===== src/design/rct_pkg.sv =====
// rct_pkg: shared types and constants for the RNA codon translator.
// Holds the base codes, the standard genetic code table and the result record.
// No dependencies.
`timescale 1ns / 1ps

package rct_pkg;

  localparam logic [7:0] CHAR_A = 8'h41;
  localparam logic [7:0] CHAR_C = 8'h43;
  localparam logic [7:0] CHAR_G = 8'h47;
  localparam logic [7:0] CHAR_U = 8'h55;

  localparam logic [1:0] BASE_A = 2'd0;
  localparam logic [1:0] BASE_C = 2'd1;
  localparam logic [1:0] BASE_G = 2'd2;
  localparam logic [1:0] BASE_U = 2'd3;

  localparam logic [1:0] PHASE_LAST = 2'd2;

  localparam logic       CAUSE_STOP = 1'b0;
  localparam logic       CAUSE_BAD  = 1'b1;

  localparam logic [7:0] STOP_MARK  = 8'h5F;
  localparam logic [7:0] AA_NONE    = 8'h00;

  // first*16 + second*4 + third; entry 0 is the leftmost character
  localparam logic [64*8-1:0] CODE_STR =
    "KNKNTTTTRSRSIIMIQHQHPPPPRRRRLLLLEDEDAAAAGGGGVVVV_Y_YSSSS_CWCLFLF";

  typedef struct packed {
    logic       emit;
    logic [7:0] amino_acid;
    logic       ended;
    logic       end_cause;
  } rct_result_t;

  function automatic logic [7:0] aa_lookup(input logic [5:0] idx);
    logic [8:0] pos;
    pos = {~idx, 3'b000};
    return CODE_STR[pos +: 8];
  endfunction

endpackage


===== src/design/rct_frame.sv =====
// rct_frame: input register, codon framing state and codon translation.
// Produces one result record per consumed request. Depends on rct_pkg.
`timescale 1ns / 1ps

module rct_frame (
  input  logic               clk,
  input  logic               rst,
  input  logic               in_valid,
  output logic               in_stall,
  input  logic [7:0]         nucleotide,
  input  logic               first,
  input  logic               advance,
  output logic               held_valid,
  output rct_pkg::rct_result_t result
);

  logic       s_valid;
  logic [7:0] s_nuc;
  logic       s_first;

  logic [1:0] phase, phase_next;
  logic [3:0] held_bases, held_next;
  logic       codon_bad, bad_next;
  logic       halted, halted_next;

  logic [1:0] eff_phase;
  logic [3:0] eff_held;
  logic       eff_bad, eff_halt;
  logic [1:0] code;
  logic       base_bad;
  logic       bad_all;
  logic [7:0] aa;
  logic       take;

  assign held_valid = s_valid;
  assign in_stall   = s_valid && !advance;
  assign take       = s_valid && advance;

  always_ff @(posedge clk) begin
    if (rst) begin
      s_valid <= 1'b0;
    end else if (!in_stall) begin
      s_valid <= in_valid;
    end
  end

  always_ff @(posedge clk) begin
    if (!in_stall && in_valid) begin
      s_nuc   <= nucleotide;
      s_first <= first;
    end
  end

  always_comb begin
    unique case (s_nuc)
      rct_pkg::CHAR_A: begin code = rct_pkg::BASE_A; base_bad = 1'b0; end
      rct_pkg::CHAR_C: begin code = rct_pkg::BASE_C; base_bad = 1'b0; end
      rct_pkg::CHAR_G: begin code = rct_pkg::BASE_G; base_bad = 1'b0; end
      rct_pkg::CHAR_U: begin code = rct_pkg::BASE_U; base_bad = 1'b0; end
      default:         begin code = rct_pkg::BASE_A; base_bad = 1'b1; end
    endcase
  end

  always_comb begin
    eff_phase = s_first ? 2'd0 : phase;
    eff_held  = s_first ? 4'd0 : held_bases;
    eff_bad   = s_first ? 1'b0 : codon_bad;
    eff_halt  = s_first ? 1'b0 : halted;
    bad_all   = eff_bad || base_bad;
    aa        = rct_pkg::aa_lookup({eff_held, code});

    phase_next  = eff_phase;
    held_next   = eff_held;
    bad_next    = eff_bad;
    halted_next = eff_halt;
    result      = '0;

    if (!eff_halt) begin
      if (eff_phase < rct_pkg::PHASE_LAST) begin
        phase_next = eff_phase + 2'd1;
        held_next  = {eff_held[1:0], code};
        bad_next   = bad_all;
      end else begin
        phase_next  = 2'd0;
        held_next   = 4'd0;
        bad_next    = 1'b0;
        result.emit = 1'b1;
        if (bad_all) begin
          result.ended     = 1'b1;
          result.end_cause = rct_pkg::CAUSE_BAD;
          halted_next      = 1'b1;
        end else if (aa == rct_pkg::STOP_MARK) begin
          result.ended     = 1'b1;
          result.end_cause = rct_pkg::CAUSE_STOP;
          halted_next      = 1'b1;
        end else begin
          result.amino_acid = aa;
        end
      end
    end
  end

  always_ff @(posedge clk) begin
    if (rst) begin
      phase      <= 2'd0;
      held_bases <= 4'd0;
      codon_bad  <= 1'b0;
      halted     <= 1'b0;
    end else if (take) begin
      phase      <= phase_next;
      held_bases <= held_next;
      codon_bad  <= bad_next;
      halted     <= halted_next;
    end
  end

  a_phase_range: assert property (@(posedge clk) disable iff (rst)
    phase != 2'd3)
    else $error("framing phase out of range");

  a_halt_clear: assert property (@(posedge clk) disable iff (rst)
    halted |-> (phase == 2'd0 && held_bases == 4'd0 && !codon_bad))
    else $error("frame not cleared while halted");

  a_end_halts: assert property (@(posedge clk) disable iff (rst)
    (take && result.emit && result.ended) |=> halted)
    else $error("ending codon did not halt translation");

endmodule


===== src/design/rct_out.sv =====
// rct_out: result register between the translator and the output channel.
// Depends on rct_pkg.
`timescale 1ns / 1ps

module rct_out (
  input  logic               clk,
  input  logic               rst,
  input  logic               held_valid,
  input  rct_pkg::rct_result_t result,
  output logic               advance,
  output logic               out_valid,
  input  logic               out_stall,
  output logic [7:0]         amino_acid,
  output logic               ended,
  output logic               end_cause
);

  assign advance = !(out_valid && out_stall);

  always_ff @(posedge clk) begin
    if (rst) begin
      out_valid <= 1'b0;
    end else if (advance) begin
      out_valid <= held_valid && result.emit;
    end
  end

  always_ff @(posedge clk) begin
    if (advance && held_valid && result.emit) begin
      amino_acid <= result.amino_acid;
      ended      <= result.ended;
      end_cause  <= result.end_cause;
    end
  end

  a_end_zero: assert property (@(posedge clk) disable iff (rst)
    (out_valid && ended) |-> (amino_acid == rct_pkg::AA_NONE))
    else $error("ending result carries an amino acid");

  a_cause_idle: assert property (@(posedge clk) disable iff (rst)
    (out_valid && !ended) |-> (end_cause == rct_pkg::CAUSE_STOP))
    else $error("end cause set on a normal result");

endmodule


===== src/design/rna_codon_translator.sv =====
// RNA codon translator: takes one ASCII base per unstalled cycle and returns one
// amino acid letter per complete codon; a stop codon or a base other than A, C,
// G, U gives one ending result (ended=1, end_cause 0 for stop, 1 for bad base)
// and then nothing until a request with first=1. Sustained rate is one base per
// cycle while out_stall is low; a base passes the input register and then the
// result register, with the framing and table lookup between them.
`timescale 1ns / 1ps

module rna_codon_translator (
  input  logic       clk,
  input  logic       rst,
  input  logic       in_valid,
  output logic       in_stall,
  input  logic [7:0] nucleotide,
  input  logic       first,
  output logic       out_valid,
  input  logic       out_stall,
  output logic [7:0] amino_acid,
  output logic       ended,
  output logic       end_cause
);

  logic                 advance;
  logic                 held_valid;
  rct_pkg::rct_result_t result;

  rct_frame u_frame (
    .clk        (clk),
    .rst        (rst),
    .in_valid   (in_valid),
    .in_stall   (in_stall),
    .nucleotide (nucleotide),
    .first      (first),
    .advance    (advance),
    .held_valid (held_valid),
    .result     (result)
  );

  rct_out u_out (
    .clk        (clk),
    .rst        (rst),
    .held_valid (held_valid),
    .result     (result),
    .advance    (advance),
    .out_valid  (out_valid),
    .out_stall  (out_stall),
    .amino_acid (amino_acid),
    .ended      (ended),
    .end_cause  (end_cause)
  );

endmodule

===== config.mk =====
export PLATFORM = sky130hd
export DESIGN_NAME = rna_codon_translator
export DESIGN_NICKNAME = d
export VERILOG_FILES = /design/src/design/rct_pkg.sv /design/src/design/rct_frame.sv /design/src/design/rct_out.sv /design/src/design/rna_codon_translator.sv
export SDC_FILE = /design/constraint.sdc
export NUM_CORES = 1
export LEC_CHECK = 0
export BUFFER_PORTS_ARGS = -buffer_cell sky130_fd_sc_hd__buf_2
export CORE_MARGIN = 2
export CORE_UTILIZATION = 60
export CTS_CLUSTER_SIZE = 8
export DETAILED_ROUTE_END_ITERATION = 10
export HOLD_SLACK_MARGIN = 0.03
export PLACE_DENSITY = 0.84
export SLEW_MARGIN = 10
export SYNTH_ARGS = -nofsm -noshare
export SYNTH_HDL_FRONTEND = slang
export SYNTH_SLANG_ARGS = --single-unit

===== constraint.sdc =====
create_clock -name clk -period 4.35 [get_ports clk]
set_input_delay 0.435 -clock clk [delete_from_list [all_inputs] [get_ports clk]]
set_output_delay 0.435 -clock clk [all_outputs]
set_load 0.01 [all_outputs]

==> out/metrics.cfg, run 1 <==
[status]
status = finished clean

[clock_network]
tritoncts.num_buffers = 3
cts_hold_repair.buffers = 0
number_of_buffers_between_clock_root_and_the_deepest_sink = 2
cts_num_sinks = 27
post_cts.resized_instances = 0
clock_tree.root_cell = clkbuf_4
worstSkewPairLatency_ns = 0.33
cts.reportedPaths.clkPinSlew_ns = 0.14
h-tree-depth = 1
post-cts-setup-buffers = 0
tritoncts = built

[global_routing]
grt_pass1_wl_um = 5040
vias_in_the_first_global_route = 1137
initial_antenna_violation_count = 0
grt_usage_pct = 23.9
grt_start_max_net_pins = 17
grt-ovfl-total = 0

[sta]
fin_worst_skew_ns = 0.00738
setup_repair_after_global_routing_missed_its_margin = false
tightestPinTransition_ns = 0.678
final.min_clock_period_ns = 2.87
max-slew-margin-rel_pct = 54.7
period_share_pct = 65.9
finalSetupViolCount = 0
hold_violations = 0
clock.fmax_mhz = 349
setup_tns_ns = 0
maxSlewViolCount = 0

[synth]
seq_area_frac_synth_pct = 45.3
yosys_most_used_dff = edfxtp_1
synthArstFlopShare_pct = 0
synth_top_area_share_pct = 32.5
yosysWarnings = 0
synth_area_leaders = edfxtp_1, dfxtp_1, nor2_1
synthesized_instance_count = 158
synth_cell_type_count = 49
ys_ff_latch = 27
synth_top_cell_by_area = edfxtp_1
synth_area_per_cell_sq_um = 9.93
number_of_synthesized_flops_with_an_enable_pin = 17
post_synth_instance_area_sq_mm = 0.00157

[flow_run]
drv_cap = 0

[die]
floorplan.io_pins = 25
start_util_pct = 63.3
core.rowCount = 18
die_width_um = 55.1
chipHeight_um = 55.1
dieArea_sq_mm = 0.00304
placeableCoreArea_sq_mm = 0.00248

[setup_path]
worst_ep_arrival_time_ns = 2.97
worst_r2r_endpoint = u_out.amino_acid[0]$_SDFFCE_PP0P_
critical_path.reg2reg.startpoint = u_frame.s_first$_DFFE_PP_
regToRegSetupSlack_ns = 1.48
timing.setup.critical_path_class = flip-flop to flip-flop
reg2reg_depth = 10
timing.critical_path.fanout_max = 13
worstSetupStartpointType = flip-flop
worstPathRequired_ns = 4.45
crit_path_end_kind = flip-flop

[route]
final_antenna_net_count = 0
detail_route.drc_violations = 0
drt_wl_total_um = 3300
wl_per_cell_um = 15.9
drt_pass1_iterations = 4
detailroute.via_count = 1268
drt_first_iter_violations = 40
viasPerCell = 6.13

[final_layout]
post_layout_inst_area_sq_mm = 0.00171
layout.cells.most_common = buf_2
instances_no_fill = 207
final_net_count = 195
fraction_of_layout_instances_using_a_drive_strength_above_1_pct = 20.9
most-common-layout-cells = buf_2, edfxtp_1, nor2_1
n_antenna_cell = 0
areaGrowthSynthToFinish_pct = 9.01

[min_path]
hold-path-cell-count = 1
hold_path.startpoint = nucleotide[0]
min_path_type = input port to flip-flop
worst_hold_path.endpoint = u_frame.s_nuc[0]$_DFFE_PP_

[placement]
gp_congestion = 0.868
buffer_ports.inserted = 22
hpwl_um = 2550
placedInstanceArea_sq_mm = 0.00168
dpl.cell_count = 203

[pwr]
peakVddDrop_uv = 265
cellLeakagePower_uw = 0.000701
report.power.total_uw = 430
pwr_density_cell_mw_per_mm2 = 252

==> worst max path at each step <==
stage                                       start                                 to  slack, ns  cells past startpoint
6_report                u_frame.s_first$_DFFE_PP_  u_out.amino_acid[0]$_SDFFCE_PP0P_       1.48                     10
5_1_grt                 u_frame.s_first$_DFFE_PP_  u_out.amino_acid[2]$_SDFFCE_PP0P_       1.29                     10
4_1_cts                 u_frame.s_first$_DFFE_PP_  u_out.amino_acid[0]$_SDFFCE_PP0P_       1.49                     10
3_5_place_dp            u_frame.s_first$_DFFE_PP_  u_out.amino_acid[0]$_SDFFCE_PP0P_       1.52                     10
3_3_place_gp            u_frame.s_first$_DFFE_PP_  u_out.amino_acid[0]$_SDFFCE_PP0P_       1.65                     10
2_1_floorplan  u_frame.held_bases[1]$_SDFFE_PP0P_  u_out.amino_acid[0]$_SDFFCE_PP0P_       2.04                     10
==> report_power, final <==
part	total [uW]	internal, uW	switching, uW	leakage, uW
Combinational	31.6	14.0	17.6	0.000426
Clock	110	35.2	74.3	0.0000139
Sequential	289	280	8.81	0.000262
==> flip-flops by register name, indices dropped and copies added (netlist names) <==
register and flops:
u_frame.s_nuc 8, u_out.amino_acid 6, u_frame.held_bases 4, u_frame.phase 2
u_frame.codon_bad 1, u_frame.halted 1, u_frame.held_valid 1, u_frame.s_first 1
u_out.end_cause 1, u_out.ended 1, u_out.out_valid 1
==> stage by stage <==
step	hold slack [ns]	utilization [%]	setup slack, ns
after floorplan	0.438	-	2.04
after global placement	0.477	67.8	1.65
after detailed placement	0.485	67.8	1.52
after CTS	0.262	69.0	1.49
after global routing	0.240	69.0	1.29
final	0.272	69.0	1.48
==> area by class of cell <==
cell class                 instances  area, sq um
multi-input combinational        116          792
fill                             203          767
sequential                        27          711
timing repair buffer              22          110
tap                               30         37.5
inverter                           8         30.0
clock buffer                       3         22.5
clock inverter                     1         7.51
==> critical path: stages, from the launching register on <==
cell      delay [ns]
edfxtp_1        0.62
inv_1           0.21
nand2_1         0.10
inv_1           0.19
ha_1            0.26
o21ai_1         0.08
a21o_1          0.17
a32o_1          0.26
nor4_2          0.36
a31oi_2         0.20
nor3b_2         0.19
==> kinds of logic after synthesis <==
logic type / Yosys count / share of synthesized area, %
compound gates: 44 / 21.9
xor+xnor: 1 / 0.558
fa+ha+maj: 4 / 3.19
buf+inv: 16 / 4.47
flops: 27 / 45.3
mux: 1 / 0.638
other cells: 1 / 0.239
simple gates: 64 / 23.7
==> per-layer routing <==
| layer | track usage, % | vias to the layer above | part of all wire, % |
|---|---|---|---|
| li1 | - | 622 | - |
| met3 | 6.45 | 10 | 8.3 |
| met2 | 44.4 | 60 | 51 |
| met4 | 7.32 | 0 | 2.1 |
| met5 | 0 | - | 0 |
| met1 | 26.3 | 576 | 38 |
==> synthesized netlist by cell type, types with 4 or more instances <==
cell type / instances
nor2b_1: 4
and2_1: 7
ha_1: 4
a21oi_1: 11
dfxtp_1: 10
nor2_1: 15
clkbuf_1: 4
edfxtp_1: 17
nand2_1: 13
a2bb2oi_1: 4
o21ai_0: 5
inv_1: 8
No activity file was read; power rests on OpenSTA's default activity.
==> inputs of run 2 (changes only) <==
--- a/config.mk
+++ b/config.mk
@@ -7,11 +7,11 @@
 export LEC_CHECK = 0
 export BUFFER_PORTS_ARGS = -buffer_cell sky130_fd_sc_hd__buf_2
 export CORE_MARGIN = 2
-export CORE_UTILIZATION = 60
+export CORE_UTILIZATION = 55
 export CTS_CLUSTER_SIZE = 8
 export DETAILED_ROUTE_END_ITERATION = 10
 export HOLD_SLACK_MARGIN = 0.03
-export PLACE_DENSITY = 0.84
+export PLACE_DENSITY = 0.78
 export SLEW_MARGIN = 10
 export SYNTH_ARGS = -nofsm -noshare
 export SYNTH_HDL_FRONTEND = slang
==> constraint.sdc (replaced) <==
create_clock -name clk -period 2.9 [get_ports clk]
set_input_delay 0.29 -clock clk [delete_from_list [all_inputs] [get_ports clk]]
set_output_delay 0.29 -clock clk [all_outputs]
set_load 0.01 [all_outputs]
==> out/metrics.cfg, run 2 (synthesized netlist as in run 1, its figures left out) <==
[die]
placeableCoreArea_sq_mm = 0.00273
chipHeight_um = 57.4
die_width_um = 57.4
start_util_pct = 57.4
dieArea_sq_mm = 0.00330
floorplan.io_pins = 25
core.rowCount = 19

[route]
viasPerCell = 5.97
drt_first_iter_violations = 78
drt_pass1_iterations = 4
final_antenna_net_count = 0
detail_route.drc_violations = 0
detailroute.via_count = 1253
wl_per_cell_um = 14.2
drt_wl_total_um = 2990

[setup_path]
worst_ep_arrival_time_ns = 2.62
worstPathRequired_ns = 3.01
slowest_delay_ns = 0.60
timing.critical_path.fanout_max = 13
cp_slowest_cell = dfxtp_1
worstSetupStartpointType = flip-flop
crit_buf_inv = 1
crit_path_cell_trace = nand2_1 -> inv_1 -> ha_1 -> o21ai_1 -> a21o_1 -> a32o_1 -> nor4_2 -> a31oi_2 -> and2_1
timing.setup.critical_path_class = flip-flop to flip-flop
timing.critical_path.max_delay_family = compound AO/OA/AOI/OAI gates
crit_path_end_kind = flip-flop

[sta]
setup_repair_after_global_routing_missed_its_margin = false
period_share_pct = 86.6
tightestPinTransition_ns = 0.701
setup_tns_ns = 0
clock.fmax_mhz = 398
final.min_clock_period_ns = 2.51
max-slew-margin-rel_pct = 53.2
maxSlewViolCount = 0
finalSetupViolCount = 0
hold_violations = 0
fin_worst_skew_ns = 0.00644

[placement]
placedInstanceArea_sq_mm = 0.00170
buffer_ports.inserted = 22
dpl.cell_count = 206
gp_congestion = 0.865
hpwl_um = 2340

[final_layout]
n_antenna_cell = 0
post_layout_inst_area_sq_mm = 0.00172
instances_no_fill = 210
fraction_of_layout_instances_using_a_drive_strength_above_1_pct = 21.8
reg.largest.list = u_frame.s_nuc x8, u_out.amino_acid x6, u_frame.held_bases x4
registers.top_by_ff_count = u_frame.s_nuc
most-common-layout-cells = buf_2, edfxtp_1, nor2_1
largest_register_ff_count = 8
layout.cells.most_common = buf_2
areaGrowthSynthToFinish_pct = 9.89
final_net_count = 197

[global_routing]
vias_in_the_first_global_route = 1150
grt-ovfl-total = 0
initial_antenna_violation_count = 0
grt_usage_pct = 19.2
grt_pass1_wl_um = 4970
grt_start_max_net_pins = 16

[clock_network]
post_cts.resized_instances = 0
tritoncts = built
tritoncts.num_buffers = 3
clock_tree.root_cell = clkbuf_4
worstSkewPairLatency_ns = 0.33
cts_hold_repair.buffers = 0
h-tree-depth = 1
number_of_buffers_between_clock_root_and_the_deepest_sink = 2
post-cts-setup-buffers = 0
cts_num_sinks = 27
cts.reportedPaths.clkPinSlew_ns = 0.15

[min_path]
min_path_type = input port to flip-flop

[flow_run]
drv_cap = 0

[pwr]
cellLeakagePower_uw = 0.000715
peakVddDrop_uv = 437
report.power.total_uw = 649
pwr_density_cell_mw_per_mm2 = 377

[status]
status = finished clean

-- run 2: cell types whose count changed in the layout (fill, tap and decap cells not counted) --
cell	before	now
buf_4	0	2
clkinvlp_4	1	0
clkinv_2	0	1
-- run 2: final timing paths --
check                                                         from                                end  slack [ns]  depth (start not counted)
worst max-delay path            u_frame.held_bases[0]$_SDFFE_PP0P_  u_out.amino_acid[1]$_SDFFCE_PP0P_        0.39                          9
worst min-delay path                                 nucleotide[0]         u_frame.s_nuc[0]$_DFFE_PP_        0.12                          1
worst max register to register  u_frame.held_bases[0]$_SDFFE_PP0P_  u_out.amino_acid[1]$_SDFFCE_PP0P_        0.39                          9
worst min register to register      u_frame.codon_bad$_SDFFE_PP0P_     u_frame.codon_bad$_SDFFE_PP0P_        0.48                          2
-- run 2: stage by stage --
step / utilization (%) / setup WS [ns] / hold slack [ns]
CTS: 63.1 / 0.419 / 0.114
global placement: 62.1 / 0.489 / 0.454
finish: 63.1 / 0.388 / 0.118
global route: 63.1 / 0.228 / 0.102
detailed placement: 62.1 / 0.414 / 0.462
floorplan: - / 0.586 / 0.389
-- run 2: final cells by class --
cell class | instances | area (sq um)
clock inverter | 1 | 5.00
clock buffer | 3 | 22.5
multi-input combinational | 116 | 792
timing repair buffer | 24 | 125
sequential | 27 | 711
inverter | 8 | 30.0
tap | 31 | 38.8
fill | 229 | 1010
-- run 2: worst reg2reg max path, cell delays in order, from the launching register on --
cell     delay (ns)
dfxtp_1        0.60
nand2_1        0.16
inv_1          0.17
ha_1           0.21
o21ai_1        0.07
a21o_1         0.17
a32o_1         0.23
nor4_2         0.31
a31oi_2        0.19
and2_1         0.19
-- run 2: metal layers --
metal	up-vias	wire, um	part of all wire (%)	GRT usage, %
met3	4	172	5.8	3.40
met1	582	1300	43	24.5
met4	0	30	1.0	3.99
met2	41	1490	50	34.1
li1	626	-	-	-
met5	-	0	0	0
-- run 2: power by group --
part	leakage (uW)	switching [uW]	internal, uW	total [uW]
clock network	0.0000177	115	51.9	167
logic	0.000436	30.1	22.4	52.5
registers	0.000262	9.28	420	430
total	0.000715	154	495	649
==> inputs of run 3 (changes only) <==
--- a/config.mk
+++ b/config.mk
@@ -7,11 +7,13 @@
 export LEC_CHECK = 0
 export BUFFER_PORTS_ARGS = -buffer_cell sky130_fd_sc_hd__buf_2
 export CORE_MARGIN = 2
-export CORE_UTILIZATION = 55
+export CORE_UTILIZATION = 58
+export CTS_BUF_LIST = sky130_fd_sc_hd__clkbuf_8
 export CTS_CLUSTER_SIZE = 8
 export DETAILED_ROUTE_END_ITERATION = 10
 export HOLD_SLACK_MARGIN = 0.03
-export PLACE_DENSITY = 0.78
+export PLACE_DENSITY = 0.81
+export SKIP_CTS_REPAIR_TIMING = 1
 export SLEW_MARGIN = 10
 export SYNTH_ARGS = -nofsm -noshare
 export SYNTH_HDL_FRONTEND = slang
==> out/metrics.cfg, run 3 (synthesized netlist as in run 1, its figures left out) <==
[status]
status = finished clean

[pwr]
pwr_density_cell_mw_per_mm2 = 401
peakVddDrop_uv = 413
cellLeakagePower_uw = 0.000718

[route]
met2_wirelength_um = 1650
wl_per_cell_um = 15.8
drt_wl_total_um = 3280
drt_pass1_iterations = 5
detail_route.drc_violations = 0
final_antenna_net_count = 0
detailroute.via_count = 1288
drt_first_iter_violations = 57
viasPerCell = 6.19
met1_length_um = 1400
top_layer = met4
routed-wl-met3_um = 186

[sta]
max-slew-margin-rel_pct = 54.4
tightestPinTransition_ns = 0.682
setup_repair_after_global_routing_missed_its_margin = false
finalSetupViolCount = 0
fin_worst_skew_ns = 0.00517
hold_violations = 0
period_share_pct = 89.7
maxSlewViolCount = 0
final.min_clock_period_ns = 2.60
setup_tns_ns = 0
clock.fmax_mhz = 385

[clock_network]
tritoncts.num_buffers = 3
h-tree-depth = 1
cts.reportedPaths.clkPinSlew_ns = 0.09
cts_num_sinks = 27
worstSkewPairLatency_ns = 0.27
clock_tree.root_cell = clkbuf_8
tritoncts = built
number_of_buffers_between_clock_root_and_the_deepest_sink = 2

[setup_path]
worstPathRequired_ns = 2.92
reg2reg_depth = 9
timing.critical_path.fanout_max = 13
timing.setup.critical_path_class = flip-flop to flip-flop
crit_path_end_kind = flip-flop
worst_r2r_endpoint = u_out.amino_acid[0]$_SDFFCE_PP0P_
regToRegSetupSlack_ns = 0.30
worstSetupStartpointType = flip-flop
setup.worst_path.start = u_frame.held_bases[0]$_SDFFE_PP0P_
critical_path.reg2reg.startpoint = u_frame.held_bases[0]$_SDFFE_PP0P_
worst_ep_arrival_time_ns = 2.62

[die]
core.rowCount = 18
placeableCoreArea_sq_mm = 0.00252
die_width_um = 56.0
floorplan.io_pins = 25
start_util_pct = 62.2
chipHeight_um = 56.0
dieArea_sq_mm = 0.00314

[final_layout]
areaGrowthSynthToFinish_pct = 10.5
multi_input_logic_area_sq_um = 792
largest_register_ff_count = 8
most-common-layout-cells = buf_2, edfxtp_1, nor2_1
layout.filler_cells = 202
reg.largest.list = u_frame.s_nuc x8, u_out.amino_acid x6, u_frame.held_bases x4
layout.cells.most_common = buf_2
registers.top_by_ff_count = u_frame.s_nuc
n_antenna_cell = 0
fin_util_pct = 68.8
layout.area.seq_sq_um = 711
fraction_of_layout_instances_using_a_drive_strength_above_1_pct = 21.3
final_net_count = 196

[global_routing]
initial_antenna_violation_count = 0
grt_pass1_wl_um = 5490
grt_usage_pct = 22.0
grt-ovfl-total = 0
vias_in_the_first_global_route = 1187
grt_start_max_net_pins = 16

[min_path]
min_path_type = input port to flip-flop
worst_hold_path.endpoint = u_frame.s_nuc[2]$_DFFE_PP_
hold_path.startpoint = nucleotide[2]
hold-path-cell-count = 1

[placement]
gp_congestion = 0.894
hpwl_um = 2500
buffer_ports.inserted = 22

[flow_run]
drv_cap = 0

[run 3: cell count changes in the layout (fill, tap and decap cells not counted), sizes merged]
| cell | delta |
|---|---|
| buf | -1 |
[run 3: layout make-up]
| class | count | area share, % |
|---|---|---|
| tap | 30 | 2.16 |
| sequential | 27 | 41.0 |
| inverter | 8 | 1.73 |
| clock buffer | 3 | 2.38 |
| timing repair buffer | 23 | 6.78 |
| clock inverter | 1 | 0.289 |
| multi-input combinational | 116 | 45.7 |
[run 3: layer usage]
layer / GRT usage (%) / vias to the layer above
met4: 4.42 / 0
met1: 27.5 / 601
li1: - / 621
met2: 40.3 / 56
met5: 0 / -
met3: 3.02 / 10
[run 3: critical path, cell delays in order, from the launching register on]
cell and delay [ns]:
dfxtp_1 0.58, nand2_1 0.16, inv_1 0.16, ha_1 0.21
o21ai_1 0.09, a21o_1 0.18, a32o_1 0.24, nor4_2 0.32
a31oi_2 0.20, nor3b_2 0.20
[run 3: where the power goes]
group          internal (uW)  switching (uW)  leakage (uW)  total, uW
sequential               420            9.55      0.000262        430
combinational           22.4            30.5      0.000430       52.9
clock                   96.3             117     0.0000255        214
total                    539             157      0.000718        696
[run 3: worst max-delay path by stage]
stage / endpoint
floorplan: u_out.amino_acid[0]$_SDFFCE_PP0P_
global placement: u_out.amino_acid[0]$_SDFFCE_PP0P_
detailed placement: u_out.amino_acid[0]$_SDFFCE_PP0P_
CTS: u_out.amino_acid[0]$_SDFFCE_PP0P_
global route: u_out.amino_acid[0]$_SDFFCE_PP0P_
finish: u_out.amino_acid[0]$_SDFFCE_PP0P_
[run 3: stage by stage]
step | total power (uW) | area (sq um) | std cells | setup slack, ns | hold slack (ns)
detailed placement | 491 | 1690 | 204 | 0.354 | 0.463
finish | 696 | 1730 | 208 | 0.300 | 0.185
CTS | 697 | 1730 | 208 | 0.351 | 0.185
floorplan | 474 | 1570 | 159 | 0.586 | 0.389
global route | 722 | 1730 | 208 | 0.0983 | 0.172
global placement | 488 | 1690 | 204 | 0.524 | 0.454
